## config.mk

```make
export PLATFORM = sky130hd
export DESIGN_NAME = line_follow_steering_controller_flat
export DESIGN_NICKNAME = d
export VERILOG_FILES = /design/src/hdl/lfsc_pkg.sv /design/src/hdl/lfsc_if.sv /design/src/hdl/line_follow_steering_controller.sv /design/src/hdl/lfsc_div.sv /design/src/hdl/lfsc_mac.sv /design/src/hdl/lfsc_seq.sv /design/src/flat_wrapper.sv
export SDC_FILE = /design/constraint.sdc
export NUM_CORES = 1
export LEC_CHECK = 0
export BUFFER_PORTS_ARGS = -buffer_cell sky130_fd_sc_hd__buf_2
export CAP_MARGIN = 30
export CORE_ASPECT_RATIO = 0.8
export CORE_MARGIN = 4
export CORE_UTILIZATION = 60
export CTS_CLUSTER_SIZE = 20
export DETAILED_ROUTE_END_ITERATION = 6
export PLACE_DENSITY = 0.78
export SLEW_MARGIN = 20
export SYNTH_ARGS = -nofsm -noshare
export SYNTH_HDL_FRONTEND = slang
export SYNTH_HIERARCHICAL = 1
export SYNTH_SLANG_ARGS = --single-unit
```

## constraint.sdc

```tcl
create_clock -name clk -period 7.9 [get_ports clk]
set_input_delay 1.58 -clock clk [delete_from_list [all_inputs] [get_ports clk]]
set_output_delay 1.58 -clock clk [all_outputs]
set_load 0.005 [all_outputs]
```

## src/hdl/lfsc_pkg.sv

```systemverilog
`default_nettype none
package lfsc_pkg;

  localparam int unsigned SENSORS    = 15;
  localparam int unsigned ANGLE_W    = 9;
  localparam int unsigned TIME_W     = 32;
  localparam int unsigned GAIN_W     = 6;
  localparam int unsigned SPEED_W    = 7;
  localparam int unsigned WIN_W      = 16;
  localparam int unsigned CFG_IDX_W  = 3;
  localparam int unsigned CFG_DATA_W = 16;
  localparam int unsigned IDX_W      = 4;
  localparam int unsigned WGT_W      = 5;
  localparam int unsigned WSUM_W     = 6;
  localparam int unsigned CNT_W      = 4;
  localparam int unsigned QUO_W      = 5;
  localparam int unsigned STEP_W     = 3;
  localparam int unsigned ERR_W      = 5;
  localparam int unsigned DIFF_W     = 6;
  localparam int unsigned SUM_W      = 13;
  localparam int unsigned PID_W      = 20;
  localparam int unsigned DRIVE_W    = 12;
  localparam int unsigned ACT_W      = 2;
  localparam int unsigned SLOPE_W    = 3;

  localparam int SUM_LIMIT       = 4095;
  localparam int DRIVE_LIMIT     = 2047;
  localparam int JUNCTION_THR    = 20;
  localparam int RECOVERY_BLACKS = 5;
  localparam int DOWNHILL_SHIFT  = 2;
  localparam int EDGE_ERR        = 8;

  localparam logic signed [ANGLE_W-1:0] PITCH_UP_LIM = 9'sd10;
  localparam logic signed [ANGLE_W-1:0] PITCH_DN_LIM = -9'sd10;
  localparam logic signed [ANGLE_W-1:0] ROLL_HI_LIM  = 9'sd6;
  localparam logic signed [ANGLE_W-1:0] ROLL_LO_LIM  = -9'sd6;

  localparam logic [GAIN_W-1:0]  RST_PROP_GAIN   = 6'd15;
  localparam logic [GAIN_W-1:0]  RST_INT_GAIN    = 6'd0;
  localparam logic [GAIN_W-1:0]  RST_DERIV_GAIN  = 6'd0;
  localparam logic [SPEED_W-1:0] RST_NORMAL_SPD  = 7'd40;
  localparam logic [SPEED_W-1:0] RST_FAST_SPD    = 7'd60;
  localparam logic [SPEED_W-1:0] RST_SLOW_SPD    = 7'd20;
  localparam logic [WIN_W-1:0]   RST_CREST_WIN   = 16'd2000;
  localparam logic [WIN_W-1:0]   RST_RECOV_WIN   = 16'd1500;

  typedef enum logic [ACT_W-1:0] {
    ACT_DRIVE    = 2'd0,
    ACT_RESCUE   = 2'd1,
    ACT_CREST    = 2'd2,
    ACT_RECOVERY = 2'd3
  } action_t;

  typedef enum logic [SLOPE_W-1:0] {
    SLOPE_LEVEL      = 3'd0,
    SLOPE_UP         = 3'd1,
    SLOPE_DOWN       = 3'd2,
    SLOPE_TILT_RIGHT = 3'd3,
    SLOPE_TILT_LEFT  = 3'd4
  } slope_t;

  typedef enum logic [CFG_IDX_W-1:0] {
    REG_PROP_GAIN   = 3'd0,
    REG_INT_GAIN    = 3'd1,
    REG_DERIV_GAIN  = 3'd2,
    REG_NORMAL_SPD  = 3'd3,
    REG_FAST_SPD    = 3'd4,
    REG_SLOW_SPD    = 3'd5,
    REG_CREST_WIN   = 3'd6,
    REG_RECOV_WIN   = 3'd7
  } cfg_reg_t;

  typedef enum logic [2:0] {
    ST_IDLE,
    ST_SCAN,
    ST_CHOOSE,
    ST_DIV,
    ST_MAC_P,
    ST_MAC_I,
    ST_MAC_D,
    ST_FINISH
  } state_t;

  typedef struct packed {
    logic [GAIN_W-1:0]  prop_gain;
    logic [GAIN_W-1:0]  integral_gain;
    logic [GAIN_W-1:0]  deriv_gain;
    logic [SPEED_W-1:0] normal_speed;
    logic [SPEED_W-1:0] fast_speed;
    logic [SPEED_W-1:0] slow_speed;
    logic [WIN_W-1:0]   crest_window_ms;
    logic [WIN_W-1:0]   recovery_window_ms;
  } cfg_t;

  typedef struct packed {
    logic [SENSORS-1:0]        black_mask;
    logic                      silver_seen;
    logic                      front_black;
    logic signed [ANGLE_W-1:0] pitch_deg;
    logic signed [ANGLE_W-1:0] roll_deg;
    logic [TIME_W-1:0]         now_ms;
  } in_item_t;

  typedef struct packed {
    action_t                   action;
    logic signed [DRIVE_W-1:0] left_drive;
    logic signed [DRIVE_W-1:0] right_drive;
    slope_t                    slope_status;
    logic                      slope_changed;
  } out_item_t;

  typedef struct packed {
    logic                    en;
    logic                    clr;
    logic [GAIN_W-1:0]       gain;
    logic signed [SUM_W-1:0] operand;
  } mac_ctl_t;

  function automatic logic signed [WGT_W-1:0] sensor_weight(input logic [IDX_W-1:0] idx);
    logic signed [WGT_W-1:0] w;
    unique case (idx)
      4'd0:    w = -5'sd8;
      4'd1:    w = -5'sd6;
      4'd2:    w = -5'sd5;
      4'd3:    w = -5'sd4;
      4'd4:    w = -5'sd3;
      4'd5:    w = -5'sd2;
      4'd6:    w = -5'sd1;
      4'd7:    w = 5'sd0;
      4'd8:    w = 5'sd1;
      4'd9:    w = 5'sd2;
      4'd10:   w = 5'sd3;
      4'd11:   w = 5'sd4;
      4'd12:   w = 5'sd5;
      4'd13:   w = 5'sd6;
      4'd14:   w = 5'sd8;
      default: w = 5'sd0;
    endcase
    return w;
  endfunction

  function automatic logic signed [SUM_W-1:0] clamp_sum(input logic signed [SUM_W:0] v);
    logic signed [SUM_W-1:0] r;
    if (v > (SUM_W+1)'(SUM_LIMIT)) begin
      r = SUM_W'(SUM_LIMIT);
    end else if (v < -(SUM_W+1)'(SUM_LIMIT)) begin
      r = -SUM_W'(SUM_LIMIT);
    end else begin
      r = v[SUM_W-1:0];
    end
    return r;
  endfunction

  function automatic logic signed [DRIVE_W-1:0] clamp_drive(input logic signed [PID_W:0] v);
    logic signed [DRIVE_W-1:0] r;
    if (v > (PID_W+1)'(DRIVE_LIMIT)) begin
      r = DRIVE_W'(DRIVE_LIMIT);
    end else if (v < -(PID_W+1)'(DRIVE_LIMIT)) begin
      r = -DRIVE_W'(DRIVE_LIMIT);
    end else begin
      r = v[DRIVE_W-1:0];
    end
    return r;
  endfunction

endpackage
`default_nettype wire

```

## src/hdl/lfsc_if.sv

```systemverilog
`default_nettype none
interface lfsc_in_if;
  import lfsc_pkg::*;
  logic                      valid;
  logic                      ready;
  logic [SENSORS-1:0]        black_mask;
  logic                      silver_seen;
  logic                      front_black;
  logic signed [ANGLE_W-1:0] pitch_deg;
  logic signed [ANGLE_W-1:0] roll_deg;
  logic [TIME_W-1:0]         now_ms;

  modport source (output valid, black_mask, silver_seen, front_black, pitch_deg,
                  roll_deg, now_ms, input ready);
  modport sink (input valid, black_mask, silver_seen, front_black, pitch_deg,
                roll_deg, now_ms, output ready);
endinterface

interface lfsc_out_if;
  import lfsc_pkg::*;
  logic                      valid;
  logic                      ready;
  logic [ACT_W-1:0]          action;
  logic signed [DRIVE_W-1:0] left_drive;
  logic signed [DRIVE_W-1:0] right_drive;
  logic [SLOPE_W-1:0]        slope_status;
  logic                      slope_changed;

  modport source (output valid, action, left_drive, right_drive, slope_status,
                  slope_changed, input ready);
  modport sink (input valid, action, left_drive, right_drive, slope_status,
                slope_changed, output ready);
endinterface
`default_nettype wire

```

## src/hdl/line_follow_steering_controller.sv

```systemverilog
// line follow steering controller
//
// in_ch carries one sensor frame per beat (valid/ready); out_ch returns
// exactly one result beat per frame, in order. cfg_we/cfg_index/cfg_wdata
// write one register per clock with no wait; write only while idle.
//
// a frame is worked by a small sequencer: a sensor scan over the fifteen
// sensors, a five-step restoring divider for the centroid, and one shared
// multiply-accumulate unit that forms the three pid terms in turn.
// a driving frame runs scan, choose, divide, the three pid steps and finish;
// rescue, crest and recovery frames skip the divide and pid after choose.
// in_ch.ready is high only between frames, so frames are taken one at a
// time, and a new frame waits until the last has left finish.
//
// results sit in an output register; a stalled receiver holds the beat and
// the next frame is still accepted and worked, finishing once it drains.
// synchronous reset restores register defaults, level slope, zero times
// and a cleared pid state, and drops both channels to idle.
`default_nettype none
module line_follow_steering_controller (
  input  wire logic                              clk,
  input  wire logic                              rst_n,
  lfsc_in_if.sink                                in_ch,
  lfsc_out_if.source                             out_ch,
  input  wire logic                              cfg_we,
  input  wire logic [lfsc_pkg::CFG_IDX_W-1:0]    cfg_index,
  input  wire logic [lfsc_pkg::CFG_DATA_W-1:0]   cfg_wdata
);
  import lfsc_pkg::*;

  cfg_t      cfg_r;
  in_item_t  in_item;
  out_item_t out_item;
  logic      in_ready, out_valid;

  always_ff @(posedge clk) begin
    if (!rst_n) begin
      cfg_r.prop_gain          <= RST_PROP_GAIN;
      cfg_r.integral_gain      <= RST_INT_GAIN;
      cfg_r.deriv_gain         <= RST_DERIV_GAIN;
      cfg_r.normal_speed       <= RST_NORMAL_SPD;
      cfg_r.fast_speed         <= RST_FAST_SPD;
      cfg_r.slow_speed         <= RST_SLOW_SPD;
      cfg_r.crest_window_ms    <= RST_CREST_WIN;
      cfg_r.recovery_window_ms <= RST_RECOV_WIN;
    end else if (cfg_we) begin
      unique case (cfg_reg_t'(cfg_index))
        REG_PROP_GAIN:  cfg_r.prop_gain          <= cfg_wdata[GAIN_W-1:0];
        REG_INT_GAIN:   cfg_r.integral_gain      <= cfg_wdata[GAIN_W-1:0];
        REG_DERIV_GAIN: cfg_r.deriv_gain         <= cfg_wdata[GAIN_W-1:0];
        REG_NORMAL_SPD: cfg_r.normal_speed       <= cfg_wdata[SPEED_W-1:0];
        REG_FAST_SPD:   cfg_r.fast_speed         <= cfg_wdata[SPEED_W-1:0];
        REG_SLOW_SPD:   cfg_r.slow_speed         <= cfg_wdata[SPEED_W-1:0];
        REG_CREST_WIN:  cfg_r.crest_window_ms    <= cfg_wdata[WIN_W-1:0];
        REG_RECOV_WIN:  cfg_r.recovery_window_ms <= cfg_wdata[WIN_W-1:0];
        default: ;
      endcase
    end
  end

  always_comb begin
    in_item.black_mask  = in_ch.black_mask;
    in_item.silver_seen = in_ch.silver_seen;
    in_item.front_black = in_ch.front_black;
    in_item.pitch_deg   = in_ch.pitch_deg;
    in_item.roll_deg    = in_ch.roll_deg;
    in_item.now_ms      = in_ch.now_ms;
  end

  lfsc_seq u_seq (
    .clk       (clk),
    .rst_n     (rst_n),
    .cfg       (cfg_r),
    .in_valid  (in_ch.valid),
    .in_ready  (in_ready),
    .in_item   (in_item),
    .out_valid (out_valid),
    .out_ready (out_ch.ready),
    .out_item  (out_item)
  );

  assign in_ch.ready          = in_ready;
  assign out_ch.valid         = out_valid;
  assign out_ch.action        = out_item.action;
  assign out_ch.left_drive    = out_item.left_drive;
  assign out_ch.right_drive   = out_item.right_drive;
  assign out_ch.slope_status  = out_item.slope_status;
  assign out_ch.slope_changed = out_item.slope_changed;

endmodule
`default_nettype wire

```

## src/hdl/lfsc_div.sv

```systemverilog
`default_nettype none
module lfsc_div (
  input  wire logic                       clk,
  input  wire logic                       rst_n,
  input  wire logic                       start,
  input  wire logic [lfsc_pkg::QUO_W-1:0] dividend,
  input  wire logic [lfsc_pkg::CNT_W-1:0] divisor,
  output logic      [lfsc_pkg::QUO_W-1:0] quotient,
  output logic                            done
);
  import lfsc_pkg::*;

  // restoring division, one quotient bit per cycle
  logic [CNT_W-1:0]  rem_r, rem_nxt;
  logic [QUO_W-1:0]  quo_r, quo_nxt;
  logic [STEP_W-1:0] step_r;
  logic              busy_r, done_r;
  logic [CNT_W:0]    trial;
  logic              fits;

  always_comb begin
    trial   = {rem_r, quo_r[QUO_W-1]};
    fits    = trial >= {1'b0, divisor};
    rem_nxt = fits ? CNT_W'(trial - {1'b0, divisor}) : trial[CNT_W-1:0];
    quo_nxt = {quo_r[QUO_W-2:0], fits};
  end

  always_ff @(posedge clk) begin
    if (!rst_n) begin
      busy_r <= 1'b0;
      done_r <= 1'b0;
      step_r <= '0;
    end else begin
      done_r <= 1'b0;
      if (start) begin
        busy_r <= 1'b1;
        step_r <= '0;
      end else if (busy_r) begin
        step_r <= step_r + 1'b1;
        if (step_r == STEP_W'(QUO_W - 1)) begin
          busy_r <= 1'b0;
          done_r <= 1'b1;
        end
      end
    end
  end

  always_ff @(posedge clk) begin
    if (start) begin
      rem_r <= '0;
      quo_r <= dividend;
    end else if (busy_r) begin
      rem_r <= rem_nxt;
      quo_r <= quo_nxt;
    end
  end

  assign quotient = quo_r;
  assign done     = done_r;

endmodule
`default_nettype wire

```

## src/hdl/lfsc_mac.sv

```systemverilog
`default_nettype none
module lfsc_mac (
  input  wire logic                              clk,
  input  wire lfsc_pkg::mac_ctl_t                ctl,
  output logic signed [lfsc_pkg::PID_W-1:0]      acc
);
  import lfsc_pkg::*;

  logic signed [PID_W-1:0] acc_r, acc_nxt;
  logic signed [PID_W-1:0] gain_ext, op_ext, prod;

  always_comb begin
    gain_ext = {{(PID_W-GAIN_W){1'b0}}, ctl.gain};
    op_ext   = {{(PID_W-SUM_W){ctl.operand[SUM_W-1]}}, ctl.operand};
    prod     = gain_ext * op_ext;
    acc_nxt  = (ctl.clr ? '0 : acc_r) + prod;
  end

  always_ff @(posedge clk) begin
    if (ctl.en) begin
      acc_r <= acc_nxt;
    end
  end

  assign acc = acc_r;

endmodule
`default_nettype wire

```

## src/hdl/lfsc_seq.sv

```systemverilog
`default_nettype none
module lfsc_seq (
  input  wire logic                clk,
  input  wire logic                rst_n,
  input  wire lfsc_pkg::cfg_t      cfg,
  input  wire logic                in_valid,
  output logic                     in_ready,
  input  wire lfsc_pkg::in_item_t  in_item,
  output logic                     out_valid,
  input  wire logic                out_ready,
  output lfsc_pkg::out_item_t      out_item
);
  import lfsc_pkg::*;

  state_t state_r, state_nxt;

  // persistent controller state
  slope_t                  slope_r;
  logic [TIME_W-1:0]       up_time_r, lvl_time_r;
  logic signed [SUM_W-1:0] err_sum_r;
  logic signed [ERR_W-1:0] prev_err_r;

  // per-frame working registers
  logic [SENSORS-1:0]       mask_r;
  logic                     silver_r, front_r, changed_r;
  logic                     crest_hit_r, recov_hit_r;
  logic [IDX_W-1:0]         idx_r;
  logic signed [WSUM_W-1:0] wsum_r;
  logic [CNT_W-1:0]         cnt_r;
  action_t                  act_r;
  logic signed [ERR_W-1:0]  err_r;
  logic [SPEED_W-1:0]       speed_r;

  out_item_t out_r;
  logic      out_valid_r;

  logic                     accept, out_load, div_start, div_done;
  logic [QUO_W-1:0]         quotient;
  mac_ctl_t                 mac_ctl;
  logic signed [PID_W-1:0]  acc;

  slope_t                   slope_new;
  logic [TIME_W-1:0]        dt_up, dt_lvl;
  action_t                  act_comb;
  logic [QUO_W-1:0]         wsum_abs;
  logic                     edge_l, edge_r, junction;
  logic signed [ERR_W-1:0]  err_div, err_fin;
  logic [ERR_W-1:0]         err_abs;
  logic [SPEED_W-1:0]       speed_fin;
  logic signed [SUM_W-1:0]  sum_new;
  logic signed [DIFF_W-1:0] err_diff;
  logic signed [PID_W-1:0]  turn, acc_bias;
  logic signed [PID_W:0]    left_full, right_full, speed_ext, turn_ext;
  out_item_t                result;

  // slope classification and window checks at the accepting edge
  always_comb begin
    if (in_item.pitch_deg > PITCH_UP_LIM) begin
      slope_new = SLOPE_UP;
    end else if (in_item.pitch_deg < PITCH_DN_LIM) begin
      slope_new = SLOPE_DOWN;
    end else if (in_item.roll_deg > ROLL_HI_LIM) begin
      slope_new = SLOPE_TILT_LEFT;
    end else if (in_item.roll_deg < ROLL_LO_LIM) begin
      slope_new = SLOPE_TILT_RIGHT;
    end else begin
      slope_new = SLOPE_LEVEL;
    end
    dt_up  = in_item.now_ms - up_time_r;
    dt_lvl = in_item.now_ms - lvl_time_r;
  end

  always_comb begin
    priority if (silver_r) begin
      act_comb = ACT_RESCUE;
    end else if (slope_r == SLOPE_DOWN && crest_hit_r) begin
      act_comb = ACT_CREST;
    end else if (slope_r == SLOPE_UP && recov_hit_r && cnt_r >= CNT_W'(RECOVERY_BLACKS)) begin
      act_comb = ACT_RECOVERY;
    end else begin
      act_comb = ACT_DRIVE;
    end
  end

  // line error and speed from the centroid quotient, edge sensors and junction test
  always_comb begin
    wsum_abs = wsum_r[WSUM_W-1] ? QUO_W'(-wsum_r) : QUO_W'(wsum_r);
    edge_l   = mask_r[0] | mask_r[1];
    edge_r   = mask_r[SENSORS-2] | mask_r[SENSORS-1];
    junction = (wsum_abs > QUO_W'(JUNCTION_THR)) && front_r;
    err_div  = wsum_r[WSUM_W-1] ? -ERR_W'(quotient) : ERR_W'(quotient);
    err_fin  = (cnt_r == '0) ? '0 : err_div;
    if (edge_l) begin
      err_fin = -ERR_W'(EDGE_ERR);
    end
    if (edge_r) begin
      err_fin = ERR_W'(EDGE_ERR);
    end
    if (edge_l && edge_r) begin
      err_fin = '0;
    end
    if (junction) begin
      err_fin = '0;
    end
    err_abs = err_fin[ERR_W-1] ? ERR_W'(-err_fin) : ERR_W'(err_fin);

    if (junction || slope_r != SLOPE_LEVEL) begin
      speed_fin = cfg.slow_speed;
    end else begin
      speed_fin = cfg.normal_speed;
    end
    if (err_abs <= ERR_W'(1) && slope_r != SLOPE_DOWN) begin
      speed_fin = cfg.fast_speed;
    end else if (err_abs >= ERR_W'(2)) begin
      speed_fin = cfg.slow_speed;
    end
  end

  always_comb begin
    sum_new  = clamp_sum({err_sum_r[SUM_W-1], err_sum_r}
                         + {{(SUM_W+1-ERR_W){err_r[ERR_W-1]}}, err_r});
    err_diff = {err_r[ERR_W-1], err_r} - {prev_err_r[ERR_W-1], prev_err_r};
  end

  // turn, downhill quartering toward zero, drive split
  always_comb begin
    acc_bias = acc + (acc[PID_W-1] ? PID_W'((1 << DOWNHILL_SHIFT) - 1) : '0);
    turn     = (slope_r == SLOPE_DOWN) ? (acc_bias >>> DOWNHILL_SHIFT) : acc;
    turn_ext   = {turn[PID_W-1], turn};
    speed_ext  = {{(PID_W+1-SPEED_W){1'b0}}, speed_r};
    left_full  = speed_ext + turn_ext;
    right_full = speed_ext - turn_ext;

    result.action        = act_r;
    result.slope_status  = slope_r;
    result.slope_changed = changed_r;
    if (act_r == ACT_DRIVE) begin
      result.left_drive  = clamp_drive(left_full);
      result.right_drive = clamp_drive(right_full);
    end else begin
      result.left_drive  = '0;
      result.right_drive = '0;
    end
  end

  // next state
  always_comb begin
    state_nxt = state_r;
    unique case (state_r)
      ST_IDLE:   if (in_valid) state_nxt = ST_SCAN;
      ST_SCAN:   if (idx_r == IDX_W'(SENSORS - 1)) state_nxt = ST_CHOOSE;
      ST_CHOOSE: state_nxt = (act_comb == ACT_DRIVE) ? ST_DIV : ST_FINISH;
      ST_DIV:    if (div_done) state_nxt = ST_MAC_P;
      ST_MAC_P:  state_nxt = ST_MAC_I;
      ST_MAC_I:  state_nxt = ST_MAC_D;
      ST_MAC_D:  state_nxt = ST_FINISH;
      ST_FINISH: if (out_load) state_nxt = ST_IDLE;
      default:   state_nxt = ST_IDLE;
    endcase
  end

  // sequencer outputs
  always_comb begin
    in_ready    = 1'b0;
    div_start   = 1'b0;
    out_load    = 1'b0;
    mac_ctl     = '0;
    unique case (state_r)
      ST_IDLE:   in_ready = rst_n;
      ST_CHOOSE: div_start = (act_comb == ACT_DRIVE);
      ST_MAC_P: begin
        mac_ctl.en      = 1'b1;
        mac_ctl.clr     = 1'b1;
        mac_ctl.gain    = cfg.prop_gain;
        mac_ctl.operand = {{(SUM_W-ERR_W){err_r[ERR_W-1]}}, err_r};
      end
      ST_MAC_I: begin
        mac_ctl.en      = 1'b1;
        mac_ctl.gain    = cfg.integral_gain;
        mac_ctl.operand = sum_new;
      end
      ST_MAC_D: begin
        mac_ctl.en      = 1'b1;
        mac_ctl.gain    = cfg.deriv_gain;
        mac_ctl.operand = {{(SUM_W-DIFF_W){err_diff[DIFF_W-1]}}, err_diff};
      end
      ST_FINISH: out_load = !out_valid_r || out_ready;
      default: ;
    endcase
  end

  assign accept = in_valid && in_ready;

  always_ff @(posedge clk) begin
    if (!rst_n) begin
      state_r     <= ST_IDLE;
      slope_r     <= SLOPE_LEVEL;
      up_time_r   <= '0;
      lvl_time_r  <= '0;
      err_sum_r   <= '0;
      prev_err_r  <= '0;
      out_valid_r <= 1'b0;
    end else begin
      state_r <= state_nxt;
      if (accept) begin
        slope_r <= slope_new;
        if (slope_new == SLOPE_UP) begin
          up_time_r <= in_item.now_ms;
        end
        if (slope_new == SLOPE_LEVEL) begin
          lvl_time_r <= in_item.now_ms;
        end
      end
      if (state_r == ST_MAC_D) begin
        err_sum_r  <= sum_new;
        prev_err_r <= err_r;
      end
      if (out_load) begin
        out_valid_r <= 1'b1;
      end else if (out_ready) begin
        out_valid_r <= 1'b0;
      end
    end
  end

  always_ff @(posedge clk) begin
    if (accept) begin
      mask_r      <= in_item.black_mask;
      silver_r    <= in_item.silver_seen;
      front_r     <= in_item.front_black;
      changed_r   <= (slope_new != slope_r);
      crest_hit_r <= dt_up < TIME_W'(cfg.crest_window_ms);
      recov_hit_r <= dt_lvl < TIME_W'(cfg.recovery_window_ms);
      idx_r       <= '0;
      wsum_r      <= '0;
      cnt_r       <= '0;
    end
    if (state_r == ST_SCAN) begin
      if (mask_r[idx_r]) begin
        wsum_r <= wsum_r + WSUM_W'(sensor_weight(idx_r));
        cnt_r  <= cnt_r + 1'b1;
      end
      idx_r <= idx_r + 1'b1;
    end
    if (state_r == ST_CHOOSE) begin
      act_r <= act_comb;
    end
    if (state_r == ST_DIV && div_done) begin
      err_r   <= err_fin;
      speed_r <= speed_fin;
    end
    if (out_load) begin
      out_r <= result;
    end
  end

  lfsc_div u_div (
    .clk      (clk),
    .rst_n    (rst_n),
    .start    (div_start),
    .dividend (wsum_abs),
    .divisor  (cnt_r),
    .quotient (quotient),
    .done     (div_done)
  );

  lfsc_mac u_mac (
    .clk (clk),
    .ctl (mac_ctl),
    .acc (acc)
  );

  assign out_valid = out_valid_r;
  assign out_item  = out_r;

endmodule
`default_nettype wire

```

## src/flat_wrapper.sv

```systemverilog
// flat-port wrapper written by rule: the top's interface ports become plain ports
module line_follow_steering_controller_flat import lfsc_pkg::*;
  (clk, rst_n, cfg_we, cfg_index, cfg_wdata, in_ch_valid, in_ch_black_mask, in_ch_silver_seen, in_ch_front_black, in_ch_pitch_deg, in_ch_roll_deg, in_ch_now_ms, in_ch_ready, out_ch_valid, out_ch_action, out_ch_left_drive, out_ch_right_drive, out_ch_slope_status, out_ch_slope_changed, out_ch_ready);
  lfsc_in_if in_ch_i ();
  lfsc_out_if out_ch_i ();
  input  wire logic clk;
  input  wire logic rst_n;
  input  wire logic cfg_we;
  input  wire logic [lfsc_pkg::CFG_IDX_W-1:0] cfg_index;
  input  wire logic [lfsc_pkg::CFG_DATA_W-1:0] cfg_wdata;
  input wire logic [$bits(in_ch_i.valid)-1:0] in_ch_valid;
  input wire logic [$bits(in_ch_i.black_mask)-1:0] in_ch_black_mask;
  input wire logic [$bits(in_ch_i.silver_seen)-1:0] in_ch_silver_seen;
  input wire logic [$bits(in_ch_i.front_black)-1:0] in_ch_front_black;
  input wire logic [$bits(in_ch_i.pitch_deg)-1:0] in_ch_pitch_deg;
  input wire logic [$bits(in_ch_i.roll_deg)-1:0] in_ch_roll_deg;
  input wire logic [$bits(in_ch_i.now_ms)-1:0] in_ch_now_ms;
  output wire logic [$bits(in_ch_i.ready)-1:0] in_ch_ready;
  output wire logic [$bits(out_ch_i.valid)-1:0] out_ch_valid;
  output wire logic [$bits(out_ch_i.action)-1:0] out_ch_action;
  output wire logic [$bits(out_ch_i.left_drive)-1:0] out_ch_left_drive;
  output wire logic [$bits(out_ch_i.right_drive)-1:0] out_ch_right_drive;
  output wire logic [$bits(out_ch_i.slope_status)-1:0] out_ch_slope_status;
  output wire logic [$bits(out_ch_i.slope_changed)-1:0] out_ch_slope_changed;
  input wire logic [$bits(out_ch_i.ready)-1:0] out_ch_ready;
  assign in_ch_i.valid = in_ch_valid;
  assign in_ch_i.black_mask = in_ch_black_mask;
  assign in_ch_i.silver_seen = in_ch_silver_seen;
  assign in_ch_i.front_black = in_ch_front_black;
  assign in_ch_i.pitch_deg = in_ch_pitch_deg;
  assign in_ch_i.roll_deg = in_ch_roll_deg;
  assign in_ch_i.now_ms = in_ch_now_ms;
  assign in_ch_ready = in_ch_i.ready;
  assign out_ch_valid = out_ch_i.valid;
  assign out_ch_action = out_ch_i.action;
  assign out_ch_left_drive = out_ch_i.left_drive;
  assign out_ch_right_drive = out_ch_i.right_drive;
  assign out_ch_slope_status = out_ch_i.slope_status;
  assign out_ch_slope_changed = out_ch_i.slope_changed;
  assign out_ch_i.ready = out_ch_ready;
  line_follow_steering_controller u_core (.clk(clk), .rst_n(rst_n), .in_ch(in_ch_i), .out_ch(out_ch_i), .cfg_we(cfg_we), .cfg_index(cfg_index), .cfg_wdata(cfg_wdata));
endmodule
```

==> results by group <==
Drt
  • Initial DRC count: 1792
  • Via count: about 20000
  • WL/cell: ~18 um
  • DRT Wirelength: 59400 um
  • DRT Pass-1 Iters: 6
  • Post-DRT Antenna Nets: 0
  • Vias per inst: between 6 and 7
  • DRC: 0

Yosys
  • Syn Nets: a little over 3000
  • Average footprint of a synthesized cell: ~8.5 um2
  • Gate Count Post-Synth: 2682
  • Synth warn: 6
  • Syn Std Cell Area: approximately 0.023 mm2

Critical path
  • Worst endpoint data arrival time: 7.77 ns
  • FF-to-FF path depth: 26
  • RR Startpoint: u_core/u_seq/err_r[0]
  • Critical Path Most Common Cell: fa_1
  • Max Fanout on Critical Path: 10
  • CP endpoint kind: register
  • R2r setup slk: between 0.4 and 0.5 ns
  • RR Endpoint: u_core/u_seq/u_mac/acc[19]
  • Required @ worst endpoint: 8.21 ns
  • CP Launch Point: u_core/u_seq/err_r[0]
  • Crit Path Class: reg2reg
  • Slowest stage delay, CP: between 0.5 and 0.6 ns
  • Worst Setup EP: u_core/u_seq/u_mac/acc[19]
  • Worst Setup Start Kind: register
  • Slowest stage cell on the critical path: fa_1

Timing
  • Final Skew: just over 0.05 ns
  • Final setup fails: 0
  • Actual slew at the worst max-slew pin: just under 1 ns
  • Max-slew violation count: 0
  • Slew headroom: about a third
  • Ratio of final minimum period to clock period: between 90% and 100%
  • Minimum clock period: 7.46 ns
  • RSZ-0062 raised after global routing: no
  • Final hold violation count: 0
  • Setup TNS: 0 ns
  • FMAX: between 100 and 150 MHz

Placed design
  • IO Port Bufs: approximately 120
  • GPL Wtd Cong: just over 0.9
  • Placed insts: around 3200
  • Dpl hpwl: approximately 46000 um

CTS
  • TritonCTS clock tree: built
  • Buffers inserted by post-CTS timing repair: 0
  • Post-CTS Resized: 0
  • Root buffer cell: clkbuf_16
  • Worst-Skew Late Latency: 0.60 ns
  • Worst-path clk slew: about 0.060 ns
  • CTS max path bufs: 3
  • Clk sink count: 270
  • CTS Buf Count: 30
  • Htree depth: 1
  • Cts hold-fix bufs: 0

Power
  • Sw power: about 0.0021 W
  • Sw Ratio: 38.1%
  • Clk pwr share: 28.9%
  • PwrDens: ~220 mW/mm2
  • Combinational power share: a little under 40%
  • Peak supply drop: 0.201 mV
  • Flop pwr share: around a third
  • Int Pwr: between 0.003 and 0.004 W
  • Lkg Pwr: between 10 and 15 nW

Outcome
  • Run status: complete, no violations

Floorplan
  • Num ports: approximately 120
  • Core box area: approximately 0.037 mm2
  • Die Y: 183 um
  • # rows: 63
  • Starting Density: 61.2%
  • Die area: ~0.041 mm2
  • Die W: 226 um

Global routing
  • GR Overflow Total: 0
  • Largest net degree at the start of global routing: a little under 100
  • Antenna violations before repair: 0
  • GRT Total Usage: ~28%
  • Vias in the first global route: roughly 19000
  • Global-route wire length before repair: 95600 um

Layout
  • Final net count: around 3100
  • FILL cells: between 3000 and 4000
  • Non-Filler Instances: 3251
  • Ant diodes: 0
  • Register Area: around 0.0063 mm2
  • Area Overhead vs Synth: 9.18%
  • Finished Core Util: between 60% and 70%
  • Layout cell share with drive strength beyond 1: between 10% and 20%
  • Multi-input gate area: 0.0150 mm2

Hold path
  • Hold Startpoint: u_core/u_seq/changed_r
  • Hold crit path type: reg2reg

Flow run
  • Max-Cap Viols: 0
[worst min-delay path by stage]
stage / endpoint / slack [ns] / cells past startpoint
6_report: u_core/u_seq/out_item[0] / 0.43 / 0
5_1_grt: u_core/u_seq/out_item[0] / 0.45 / 0
4_1_cts: u_core/u_seq/out_item[0] / 0.42 / 0
3_5_place_dp: u_core/u_seq/out_item[0] / 0.41 / 0
3_3_place_gp: u_core/u_seq/out_item[0] / 0.40 / 0
2_1_floorplan: u_core/u_seq/out_item[0] / 0.40 / 0
[cell usage in the layout (no fill, tap or decap), types with 44 or more instances in the layout]
master,n
xnor2_1,73
fa_1,81
buf_2,122
mux2i_1,87
nand2_1,337
a21boi_0,79
nor3_1,45
nand3_1,48
dfxtp_1,177
a21o_1,44
o21ai_0,90
nor2b_1,76
ha_1,196
and2_1,87
nor2_1,122
inv_1,296
a21oi_1,132
edfxtp_1,93
[power groups by stage]
stage	clock [W]	sequential (W)	combinational, W
global placement	0	0.00178	0.00201
floorplan	0	0.00170	0.00163
detailed placement	0	0.00179	0.00208
finish	0.00158	0.00176	0.00213
global route	0.00166	0.00178	0.00235
CTS	0.00161	0.00176	0.00209
[metrics by stage]
stage | power [W] | instance area (um2) | setup slack [ns] | hold WS (ns)
2_1_floorplan | 0.00334 | 22900 | 0.966 | 0.400
3_3_place_gp | 0.00379 | 23800 | 0.530 | 0.405
3_5_place_dp | 0.00387 | 23800 | 0.243 | 0.407
4_1_cts | 0.00546 | 24900 | 0.154 | 0.422
5_1_grt | 0.00580 | 24900 | 0.00971 | 0.445
6_report | 0.00548 | 24900 | 0.441 | 0.434
[final cells by class]
type | instances | area share [%]
sequential | 270 | 25.4
multi-input combinational | 1999 | 60.2
inverter | 297 | 4.47
tap | 487 | 2.44
timing repair buffer | 142 | 3.02
clock inverter | 20 | 1.27
clock buffer | 36 | 3.22
[flip-flops by register name, indices dropped and copies added (netlist names), 6 cells and up, named ones only]
signal                   flops
u_core/u_seq/up_time_r      32
u_core/u_seq/mask_r         15
u_core/u_seq/err_sum_r      13
u_core/u_seq/lvl_time_r     32
u_core/u_seq/u_mac/acc      20
u_core/u_seq/wsum_r          6
u_core/u_seq/out_item       30
u_core/cfg_r                64
u_core/u_seq/speed_r         7
[critical path: cells and delay by family (launching register included)]
family                     cells  cell delay, ns
AOI/OAI and AO/OA             11            2.21
xor gates and xnor gates       2            0.28
adders and majority gates      7            3.19
buffers and inverters          3            0.16
DFF                            1            0.43
and+or+nand+nor                3            0.89
[routing by layer]
metal	vias up	track usage, %	part of all wire, %
met5	-	0	0
met4	0	5.84	2.1
met3	88	3.75	6.8
met2	649	43.2	44
met1	9357	41.7	47
li1	9464	-	-
(Power assumes the default switching activity.)
